--- config.mk ---
export PLATFORM = sky130hd
export DESIGN_NAME = command_link_queue_and_checksum_frames
export DESIGN_NICKNAME = d
export VERILOG_FILES = /design/src/rtl/clqc_pkg.sv /design/src/rtl/command_link_queue_and_checksum_frames.sv /design/src/rtl/clqc_div.sv
export SDC_FILE = /design/constraint.sdc
export NUM_CORES = 2
export LEC_CHECK = 0
export BUFFER_PORTS_ARGS = -buffer_cell sky130_fd_sc_hd__buf_4
export CORE_ASPECT_RATIO = 1.5
export CORE_MARGIN = 2
export CORE_UTILIZATION = 30
export CTS_BUF_LIST = sky130_fd_sc_hd__clkbuf_2 sky130_fd_sc_hd__clkbuf_4 sky130_fd_sc_hd__clkbuf_8
export CTS_CLUSTER_DIAMETER = 40
export DETAILED_ROUTE_END_ITERATION = 7
export SKIP_CTS_REPAIR_TIMING = 1
export SYNTH_ARGS = -nofsm -noshare
export SYNTH_HDL_FRONTEND = slang
export SYNTH_SLANG_ARGS = --single-unit
--- constraint.sdc ---
create_clock -name clk -period 8.5 [get_ports clk]
set_input_delay 1.7 -clock clk [delete_from_list [all_inputs] [get_ports clk]]
set_output_delay 1.7 -clock clk [all_outputs]
set_load 0.05 [all_outputs]
--- src/rtl/clqc_pkg.sv ---
// ----------------------------------------------------------------------------
// clqc_pkg: shared types and constants of the command link queue
// Item kinds, receive status codes, sequencer states and frame geometry.
// ----------------------------------------------------------------------------
package clqc_pkg;

  localparam int unsigned VALUE_W  = 32;
  localparam int unsigned DELAY_W  = 20;
  localparam int unsigned ENTRY_W  = 56;
  localparam int unsigned FRAME_W  = 64;
  localparam int unsigned LEN_W    = 7;
  localparam int unsigned IN_DW    = 128;
  localparam int unsigned OUT_DW   = 152;

  localparam logic [LEN_W-1:0]   FRAME_BYTES = 7'd8;
  localparam logic [2:0]         LAST_BODY   = 3'd6;
  localparam logic [DELAY_W-1:0] DELAY_NUM   = 20'd1000000;
  localparam logic [4:0]         DIV_STEPS   = 5'd20;

  typedef enum logic [1:0] {
    OP_ENQ  = 2'd0,
    OP_TX   = 2'd1,
    OP_RX   = 2'd2,
    OP_NONE = 2'd3
  } op_t;

  typedef enum logic [2:0] {
    RX_NONE      = 3'd0,
    RX_OK        = 3'd1,
    RX_BAD_LEN   = 3'd2,
    RX_BAD_SUM   = 3'd3,
    RX_ZERO_RATE = 3'd4
  } rx_status_t;

  typedef enum logic [1:0] {
    CFG_SET_OPCODE = 2'd0,
    CFG_VOLT_TYPE  = 2'd1,
    CFG_CURR_TYPE  = 2'd2,
    CFG_RATE_TYPE  = 2'd3
  } cfg_idx_t;

  typedef enum logic [2:0] {
    ST_IDLE,
    ST_FETCH,
    ST_SUM,
    ST_CHECK,
    ST_DIV,
    ST_OUT
  } state_t;

  // handshake between sequencer and divider
  typedef struct packed {
    logic                start;
    logic [VALUE_W-1:0]  divisor;
  } div_req_t;

  typedef struct packed {
    logic                done;
    logic [DELAY_W-1:0]  quotient;
  } div_rsp_t;

endpackage

--- src/rtl/command_link_queue_and_checksum_frames.sv ---
// ----------------------------------------------------------------------------
// command_link_queue_and_checksum_frames: device command queue and host frames
// Ring queue of device commands, 8-byte sum framing and host setting updates.
// ----------------------------------------------------------------------------
// Usage:
//   in_*  : one beat per item; in_tuser selects the kind (enqueue a device
//           command, transmitter idle slot, host frame received).
//   out_* : one result beat per input beat; out_tuser flags a frame to send,
//           out_tdata carries the frame, receive status, drop flag and the
//           current voltage, current and sample delay settings.
//   cfg_* : register writes (set opcode, voltage/current/rate type codes),
//           always ready, to be issued only while the block is idle.
// Sequence: one item at a time; an enqueue, an empty transmit slot, a
//   bad-length frame or an unused kind goes straight to the output register;
//   a transmit slot reads its entry, one 8-bit adder sums the seven body bytes
//   one a cycle and the sum fills the checksum byte; a host frame of the right
//   length is summed the same way and checked, and a rate setting then runs
//   the 20-step divider. in_tready returns right after the result is loaded,
//   so the next item is taken only once the last result is in that register.
// Reset: queue empty, settings zero, config codes back to 0/0/1/2.
//   Queue storage is not cleared; only entries written are ever read.
// Stall: a result waits in the output register; the next item may still be
//   taken, but its result holds the sequencer (in_tready low) until
//   out_tready frees the register.
// ----------------------------------------------------------------------------
module command_link_queue_and_checksum_frames #(
  parameter int unsigned QUEUE_DEPTH = 16
) (
  input  logic                          clk,
  input  logic                          rst_n,
  // input beats
  input  logic                          in_tvalid,
  output logic                          in_tready,
  // [7:0] dev_status, [15:8] dev_opcode, [23:16] dev_type, [55:24] dev_value,
  // [119:56] rx_frame, [126:120] rx_length, [127] zero pad
  input  logic [clqc_pkg::IN_DW-1:0]    in_tdata,
  // [1:0] op
  input  logic [1:0]                    in_tuser,
  // result beats
  output logic                          out_tvalid,
  input  logic                          out_tready,
  // [63:0] tx_frame, [66:64] rx_status, [67] queue_dropped,
  // [99:68] target_voltage, [131:100] target_current, [151:132] sample_delay
  output logic [clqc_pkg::OUT_DW-1:0]   out_tdata,
  // [0] tx_valid
  output logic                          out_tuser,
  // configuration writes
  input  logic                          cfg_valid,
  output logic                          cfg_ready,
  input  logic [1:0]                    cfg_index,
  input  logic [7:0]                    cfg_data
);

  localparam int unsigned PTR_W = (QUEUE_DEPTH > 1) ? $clog2(QUEUE_DEPTH) : 1;
  localparam int unsigned CNT_W = $clog2(QUEUE_DEPTH + 1);
  localparam logic [PTR_W-1:0] LAST_SLOT = PTR_W'(QUEUE_DEPTH - 1);
  localparam logic [CNT_W-1:0] FULL_CNT  = CNT_W'(QUEUE_DEPTH);

  function automatic logic [PTR_W-1:0] next_slot(input logic [PTR_W-1:0] p);
    next_slot = (p == LAST_SLOT) ? '0 : p + PTR_W'(1);
  endfunction

  // input fields
  logic [7:0]                     in_status, in_opcode, in_type;
  logic [clqc_pkg::VALUE_W-1:0]   in_value;
  logic [clqc_pkg::FRAME_W-1:0]   in_frame;
  logic [clqc_pkg::LEN_W-1:0]     in_length;
  clqc_pkg::op_t                  in_op;

  assign in_status = in_tdata[7:0];
  assign in_opcode = in_tdata[15:8];
  assign in_type   = in_tdata[23:16];
  assign in_value  = in_tdata[55:24];
  assign in_frame  = in_tdata[119:56];
  assign in_length = in_tdata[126:120];
  assign in_op     = clqc_pkg::op_t'(in_tuser);

  // configuration codes
  logic [7:0] set_opcode_r, volt_type_r, curr_type_r, rate_type_r;

  assign cfg_ready = 1'b1;

  always_ff @(posedge clk) begin
    if (!rst_n) begin
      set_opcode_r <= 8'd0;
      volt_type_r  <= 8'd0;
      curr_type_r  <= 8'd1;
      rate_type_r  <= 8'd2;
    end else if (cfg_valid && cfg_ready) begin
      unique case (clqc_pkg::cfg_idx_t'(cfg_index))
        clqc_pkg::CFG_SET_OPCODE: set_opcode_r <= cfg_data;
        clqc_pkg::CFG_VOLT_TYPE:  volt_type_r  <= cfg_data;
        clqc_pkg::CFG_CURR_TYPE:  curr_type_r  <= cfg_data;
        clqc_pkg::CFG_RATE_TYPE:  rate_type_r  <= cfg_data;
        default: ;
      endcase
    end
  end

  // sequencer
  clqc_pkg::state_t state_r, state_nxt;
  clqc_pkg::op_t    op_r;

  logic [PTR_W-1:0]               wr_ptr_r, rd_ptr_r;
  logic [CNT_W-1:0]               count_r;
  logic [clqc_pkg::FRAME_W-1:0]   frame_r;
  logic [clqc_pkg::ENTRY_W-1:0]   rd_data_r;
  logic [7:0]                     sum_r;
  logic [2:0]                     idx_r;
  clqc_pkg::rx_status_t           status_r;
  logic                           drop_r;
  logic                           txv_r;
  logic [clqc_pkg::VALUE_W-1:0]   volt_r, curr_r;
  logic [clqc_pkg::DELAY_W-1:0]   delay_r;
  logic                           out_valid_r;
  logic                           out_user_r;
  logic [clqc_pkg::OUT_DW-1:0]    out_data_r;

  logic accept, mem_we, mem_re, out_load, div_start;
  logic sum_ok, is_set;
  logic [7:0] frm_opcode, frm_type;
  logic [clqc_pkg::VALUE_W-1:0] frm_value;

  clqc_pkg::div_req_t div_req;
  clqc_pkg::div_rsp_t div_rsp;

  assign frm_opcode = frame_r[15:8];
  assign frm_type   = frame_r[23:16];
  assign frm_value  = frame_r[55:24];
  assign sum_ok     = (sum_r == frame_r[63:56]);
  assign is_set     = (frm_opcode == set_opcode_r);

  always_ff @(posedge clk) begin
    if (!rst_n) begin
      state_r <= clqc_pkg::ST_IDLE;
    end else begin
      state_r <= state_nxt;
    end
  end

  always_comb begin
    state_nxt = state_r;
    in_tready = 1'b0;
    mem_we    = 1'b0;
    mem_re    = 1'b0;
    out_load  = 1'b0;
    div_start = 1'b0;
    unique case (state_r)
      clqc_pkg::ST_IDLE: begin
        in_tready = 1'b1;
        if (in_tvalid) begin
          state_nxt = clqc_pkg::ST_OUT;
          unique case (in_op)
            clqc_pkg::OP_ENQ: mem_we = (count_r != FULL_CNT);
            clqc_pkg::OP_TX: begin
              if (count_r != '0) begin
                mem_re    = 1'b1;
                state_nxt = clqc_pkg::ST_FETCH;
              end
            end
            clqc_pkg::OP_RX: begin
              if (in_length == clqc_pkg::FRAME_BYTES) begin
                state_nxt = clqc_pkg::ST_SUM;
              end
            end
            default: ;
          endcase
        end
      end
      clqc_pkg::ST_FETCH: state_nxt = clqc_pkg::ST_SUM;
      clqc_pkg::ST_SUM: begin
        if (idx_r == clqc_pkg::LAST_BODY) begin
          state_nxt = clqc_pkg::ST_CHECK;
        end
      end
      clqc_pkg::ST_CHECK: begin
        state_nxt = clqc_pkg::ST_OUT;
        if (op_r == clqc_pkg::OP_RX && sum_ok && is_set && frm_type != volt_type_r &&
            frm_type != curr_type_r && frm_type == rate_type_r && frm_value != '0) begin
          div_start = 1'b1;
          state_nxt = clqc_pkg::ST_DIV;
        end
      end
      clqc_pkg::ST_DIV: begin
        if (div_rsp.done) begin
          state_nxt = clqc_pkg::ST_OUT;
        end
      end
      clqc_pkg::ST_OUT: begin
        if (!out_valid_r || out_tready) begin
          out_load  = 1'b1;
          state_nxt = clqc_pkg::ST_IDLE;
        end
      end
      default: state_nxt = clqc_pkg::ST_IDLE;
    endcase
  end

  assign accept = in_tvalid && in_tready;

  // command store: one write port, one registered read port
  logic [clqc_pkg::ENTRY_W-1:0] mem [QUEUE_DEPTH];

  always_ff @(posedge clk) begin
    if (mem_we) begin
      mem[wr_ptr_r] <= {in_value, in_type, in_opcode, in_status};
    end
    if (mem_re) begin
      rd_data_r <= mem[rd_ptr_r];
    end
  end

  // queue pointers and fill count
  always_ff @(posedge clk) begin
    if (!rst_n) begin
      wr_ptr_r <= '0;
      rd_ptr_r <= '0;
      count_r  <= '0;
    end else begin
      if (mem_we) begin
        wr_ptr_r <= next_slot(wr_ptr_r);
        count_r  <= count_r + CNT_W'(1);
      end else if (mem_re) begin
        rd_ptr_r <= next_slot(rd_ptr_r);
        count_r  <= count_r - CNT_W'(1);
      end
    end
  end

  // item datapath: latch the item or fetch an entry, sum the body one byte a cycle, check or fill the sum
  always_ff @(posedge clk) begin
    if (accept) begin
      op_r     <= in_op;
      frame_r  <= in_frame;
      sum_r    <= '0;
      idx_r    <= '0;
      drop_r   <= (in_op == clqc_pkg::OP_ENQ) && (count_r == FULL_CNT);
      txv_r    <= mem_re;
      status_r <= (in_op != clqc_pkg::OP_RX) ? clqc_pkg::RX_NONE :
                  (in_length == clqc_pkg::FRAME_BYTES) ? clqc_pkg::RX_OK :
                  clqc_pkg::RX_BAD_LEN;
    end
    if (state_r == clqc_pkg::ST_FETCH) begin
      frame_r <= {8'h00, rd_data_r};
    end
    if (state_r == clqc_pkg::ST_SUM) begin
      sum_r <= sum_r + frame_r[8*idx_r +: 8];
      idx_r <= idx_r + 3'd1;
    end
    if (state_r == clqc_pkg::ST_CHECK) begin
      if (op_r == clqc_pkg::OP_TX) begin
        frame_r[63:56] <= sum_r;
      end else if (op_r == clqc_pkg::OP_RX) begin
        if (!sum_ok) begin
          status_r <= clqc_pkg::RX_BAD_SUM;
        end else if (is_set && frm_type != volt_type_r && frm_type != curr_type_r &&
                     frm_type == rate_type_r && frm_value == '0) begin
          status_r <= clqc_pkg::RX_ZERO_RATE;
        end
      end
    end
  end

  // settings: voltage tested first, then current, then rate
  always_ff @(posedge clk) begin
    if (!rst_n) begin
      volt_r  <= '0;
      curr_r  <= '0;
      delay_r <= '0;
    end else begin
      if (state_r == clqc_pkg::ST_CHECK && op_r == clqc_pkg::OP_RX && sum_ok && is_set) begin
        if (frm_type == volt_type_r) begin
          volt_r <= frm_value;
        end else if (frm_type == curr_type_r) begin
          curr_r <= frm_value;
        end
      end
      if (state_r == clqc_pkg::ST_DIV && div_rsp.done) begin
        delay_r <= div_rsp.quotient;
      end
    end
  end

  assign div_req.start   = div_start;
  assign div_req.divisor = frm_value;

  clqc_div u_div (
    .clk   (clk),
    .rst_n (rst_n),
    .req   (div_req),
    .rsp   (div_rsp)
  );

  // output register: hold the result until the receiver takes it
  always_ff @(posedge clk) begin
    if (!rst_n) begin
      out_valid_r <= 1'b0;
    end else if (out_load) begin
      out_valid_r <= 1'b1;
    end else if (out_tready) begin
      out_valid_r <= 1'b0;
    end
  end

  always_ff @(posedge clk) begin
    if (out_load) begin
      out_user_r <= txv_r;
      out_data_r <= {delay_r, curr_r, volt_r, drop_r, status_r,
                     (txv_r ? frame_r : {clqc_pkg::FRAME_W{1'b0}})};
    end
  end

  assign out_tvalid = out_valid_r;
  assign out_tuser  = out_user_r;
  assign out_tdata  = out_data_r;

endmodule

--- src/rtl/clqc_div.sv ---
// ----------------------------------------------------------------------------
// clqc_div: restoring divider for the sample delay
// Divides the fixed numerator by a 32-bit divisor, one quotient bit a cycle.
// ----------------------------------------------------------------------------
module clqc_div (
  input  logic               clk,
  input  logic               rst_n,
  input  clqc_pkg::div_req_t req,
  output clqc_pkg::div_rsp_t rsp
);

  logic                          busy_r;
  logic                          done_r;
  logic [4:0]                    cnt_r;
  logic [clqc_pkg::VALUE_W-1:0]  rem_r;
  logic [clqc_pkg::DELAY_W-1:0]  quo_r;
  logic [clqc_pkg::VALUE_W-1:0]  dvsr_r;
  logic [clqc_pkg::VALUE_W:0]    trial;
  logic [clqc_pkg::VALUE_W:0]    diff;
  logic                          fits;

  // shift in the next dividend bit and try a subtract
  assign trial = {rem_r, quo_r[clqc_pkg::DELAY_W-1]};
  assign diff  = trial - {1'b0, dvsr_r};
  assign fits  = !diff[clqc_pkg::VALUE_W];

  always_ff @(posedge clk) begin
    if (!rst_n) begin
      busy_r <= 1'b0;
      done_r <= 1'b0;
      cnt_r  <= '0;
    end else begin
      done_r <= 1'b0;
      if (req.start) begin
        busy_r <= 1'b1;
        cnt_r  <= '0;
      end else if (busy_r) begin
        cnt_r <= cnt_r + 5'd1;
        if (cnt_r == clqc_pkg::DIV_STEPS - 5'd1) begin
          busy_r <= 1'b0;
          done_r <= 1'b1;
        end
      end
    end
  end

  always_ff @(posedge clk) begin
    if (req.start) begin
      rem_r  <= '0;
      quo_r  <= clqc_pkg::DELAY_NUM;
      dvsr_r <= req.divisor;
    end else if (busy_r) begin
      rem_r <= fits ? diff[clqc_pkg::VALUE_W-1:0] : trial[clqc_pkg::VALUE_W-1:0];
      quo_r <= {quo_r[clqc_pkg::DELAY_W-2:0], fits};
    end
  end

  assign rsp.done     = done_r;
  assign rsp.quotient = quo_r;

endmodule

==> out/results.tsv <==
metric	value	unit
mappedNetlistArea	55000	um^2
yosys_register_bits	1411	
largest_family_of_logic_cells_by_synthesized_area	multiplexers	
layoutNonFillerInstCount	6027	
synthXorXnorAreaFrac	1.26	%
synth_enable_flop_cells	1208	
timing.slew.headroom	19.4	%
clock_power_share	33.8	%
detail-route-antenna-nets	0	
clock_tree.htree_level_count	4	
number_of_global_route_vias_before_repair	29500	
detail_route.iter0.violations	2100	
synth_most_common_cell	edfxtp_1	
globalRoute.totalOverflow	0	
synth.yosys.seq_area_share	73.3	%
port_buffers	298	
worstHoldEndpoint	out_tdata[64]	
totalPowerFinal	16.4	mW
combPwrFrac	13.9	%
netSwitchingFraction	28.0	%
critical_path_source_type	input pin	
placed_area	60400	um^2
total_internal_power	11.8	mW
synth_warnings	0	
drc_errors	0	
synthesis.instances	3014	
die-width	354	um
area_growth_syn_to_layout	17.3	%
cts.sinks	1411	
power_per_cell_area	254	nW/um^2
antenna_violations_before_repair	37	
clock-root-buffer	clkbuf_8	
worst_ep_required_time	9.03	ns
grt_setup_unrepaired	false	
drt-pass1-iter-count	7	
boundaryPins	301	
vdd_ir_drop_max	0.000191	V
place_congestion	0.864	
grt_first_pass_wirelength	206000	um
seqPwrFrac	52.2	%
critical_register_to_register_path_startpoint	state_r[0]	
reg2reg_to	mem[9][51]	
leakagePower	21.3	nW
finalWorstSetupSlack	4.07	ns
finalSetupViolations	0	
worst-slew-pin-transition	1.21	ns
finalCritPeriodShare	52.1	%
synth_compound_gate_area_share	4.00	%
synth_top_cell_area_share	65.9	%
syn-num-nets	3215	
place_ws	3.05	ns
critical_path_start_end_classification	in2reg	
status	completed	
die_h	529	um
core_region_area	182000	um^2
synth_commonest_cells	edfxtp_1 (1,208), mux4_2 (296), dfxtp_1 (203), nor2_1 (153), nand2_1 (135)	
synth_mux_area_share	14.3	%
hold_depth	0	
cts_buffer_depth	3	
worst_ep_arrival_time	4.96	ns
setup.worst_path.end_class	flop	
fin_nets	3626	
cts.reportedPaths.clkPinSlew	0.07	ns
path_max_fanout	35	
die_area	187000	um^2
yosys.area_share.adder	1.31	%
finClkSkew	0.0562	ns
initial_utilization	30.2	%
stdcell_area	64600	um^2
drv.max_cap_violation_count	0	
timing.hold.worst.class	reg2reg	
place.detailed.instances	5643	
grt_start_max_net_pins	126	
maxSlewViolCount	0	
avgViaCountPerCell	4.80	
ys_types	73	
holdCritStartpoint	status_r[0]	
num_vias	28900	
std_cell_rows	192	
synth.largest_area_cell	edfxtp_1	
detailed_place_hpwl	86500	um
post_route_cells_drive_above_1_share	29.0	%
gr-usage-all-layers	15.2	%
avgSynthCellArea	18.3	um^2
achievable-frequency	226	MHz
fin_crit	4.43	ns
r2r.worst_path.cells	7	
cts_buffers	205	
drt-wirelength-per-cell	23.8	um
ranking_of_synthesized_cells_by_area	edfxtp_1 (66%), mux4_2 (12%), dfxtp_1 (7.4%)	
p_switching	4.58	mW
detail_route.wirelength	144000	um
share_of_flip_flops_with_an_asynchronous_set_or_reset_after_synthesis	0	%
clock_insertion_delay_worst_skew	0.95	ns
synth_ff_type	edfxtp_1	
cts_tree	yes	
rrSetupSlack	4.12	ns
yosys.area_share.simple	4.37	%
timing.final.hold_violations	0	
tns	0	ns
kinds of logic (layout without fill, tap and decap cells):
group | after synthesis | after routing
xor gates and xnor gates | 79 | 79
and+or+nand+nor | 501 | 501
buffers and inverters | 212 | 789
AOI/OAI and AO/OA | 339 | 339
muxes | 415 | 415
other | 1 | 12
DFF | 1411 | 1411
adders and majority gates | 56 | 56
through the flow:
| stage | util (%) | hold WS (ns) |
|---|---|---|
| global route | 35.4 | 0.428 |
| finish | 35.4 | 0.426 |
| floorplan | - | 0.400 |
| detailed placement | 33.1 | 0.413 |
| CTS | 35.4 | 0.426 |
| global placement | 33.1 | 0.413 |
worst max path at each step:
stage	startpoint	to	slack, ns	depth (start not counted)
after floorplan	state_r[2]	mem[3][0]	1.62	7
after global placement	in_tvalid	mem[15][29]	3.05	7
after detailed placement	in_tvalid	mem[8][9]	3.05	7
after CTS	state_r[0]	mem[8][51]	4.03	7
after global routing	state_r[0]	mem[8][7]	3.77	7
final	in_tvalid	mem[9][51]	4.07	7
cells in the final DEF (no fill, tap or decap), types with 16 or more instances in the layout:
cell,instances
edfxtp_1,1208
buf_4,357
mux4_2,296
clkbuf_8,211
dfxtp_1,198
nor2_1,141
nand2_1,135
mux2i_1,113
a21oi_1,83
clkbuf_4,71
and2_1,67
o21ai_0,60
a22o_1,57
xnor2_1,57
ha_1,53
inv_1,52
clkinv_1,42
nand3_1,37
a31oi_1,31
o21ai_1,29
xor2_1,22
a21o_1,20
clkinv_2,18
nand4_1,16
state kept, by name, indices dropped and copies added (netlist names), 20 cells and up:
| signal | flops |
|---|---|
| mem | 896 |
| out_tdata | 152 |
| frame_r | 64 |
| rd_data_r | 56 |
| curr_r | 32 |
| u_div.dvsr_r | 32 |
| u_div.rem_r | 32 |
| volt_r | 32 |
| delay_r | 20 |
| u_div.quo_r | 20 |
worst max-delay path: stages:
cell and delay, ns:
buf_4 0.09, nand2_1 0.15, clkinv_2 0.56, and3_1 0.48
nand2_1 0.31, nor2_4 0.84, buf_4 0.76
power by group through the flow:
stage | combinational (mW) | clock (mW) | sequential, mW
2_1_floorplan | 1.18 | 0 | 8.68
3_3_place_gp | 2.30 | 0 | 8.70
3_5_place_dp | 2.32 | 0 | 8.70
4_1_cts | 2.33 | 5.71 | 8.56
5_1_grt | 2.45 | 5.98 | 8.58
6_report | 2.28 | 5.54 | 8.55
routing by layer:
layer  routed length (um)  GRT usage, %  vias to the layer above
met3                11100          4.38                      267
met4                 3970          5.10                       42
met2                69500          25.2                      996
met5                  241             0                        -
li1                     -             -                    12800
met1                58900          19.1                    14800
area by class of cell:
| cell class | count | area [um^2] |
|---|---|---|
| antenna | 11 | 27.5 |
| clock buffer | 282 | 3440 |
| clock inverter | 91 | 754 |
| fill | 17100 | 118000 |
| inverter | 57 | 218 |
| multi-input combinational | 1391 | 14000 |
| sequential | 1411 | 40400 |
| tap | 2425 | 3030 |
| timing repair buffer | 359 | 2720 |
No activity file was read; power rests on OpenSTA's default activity.
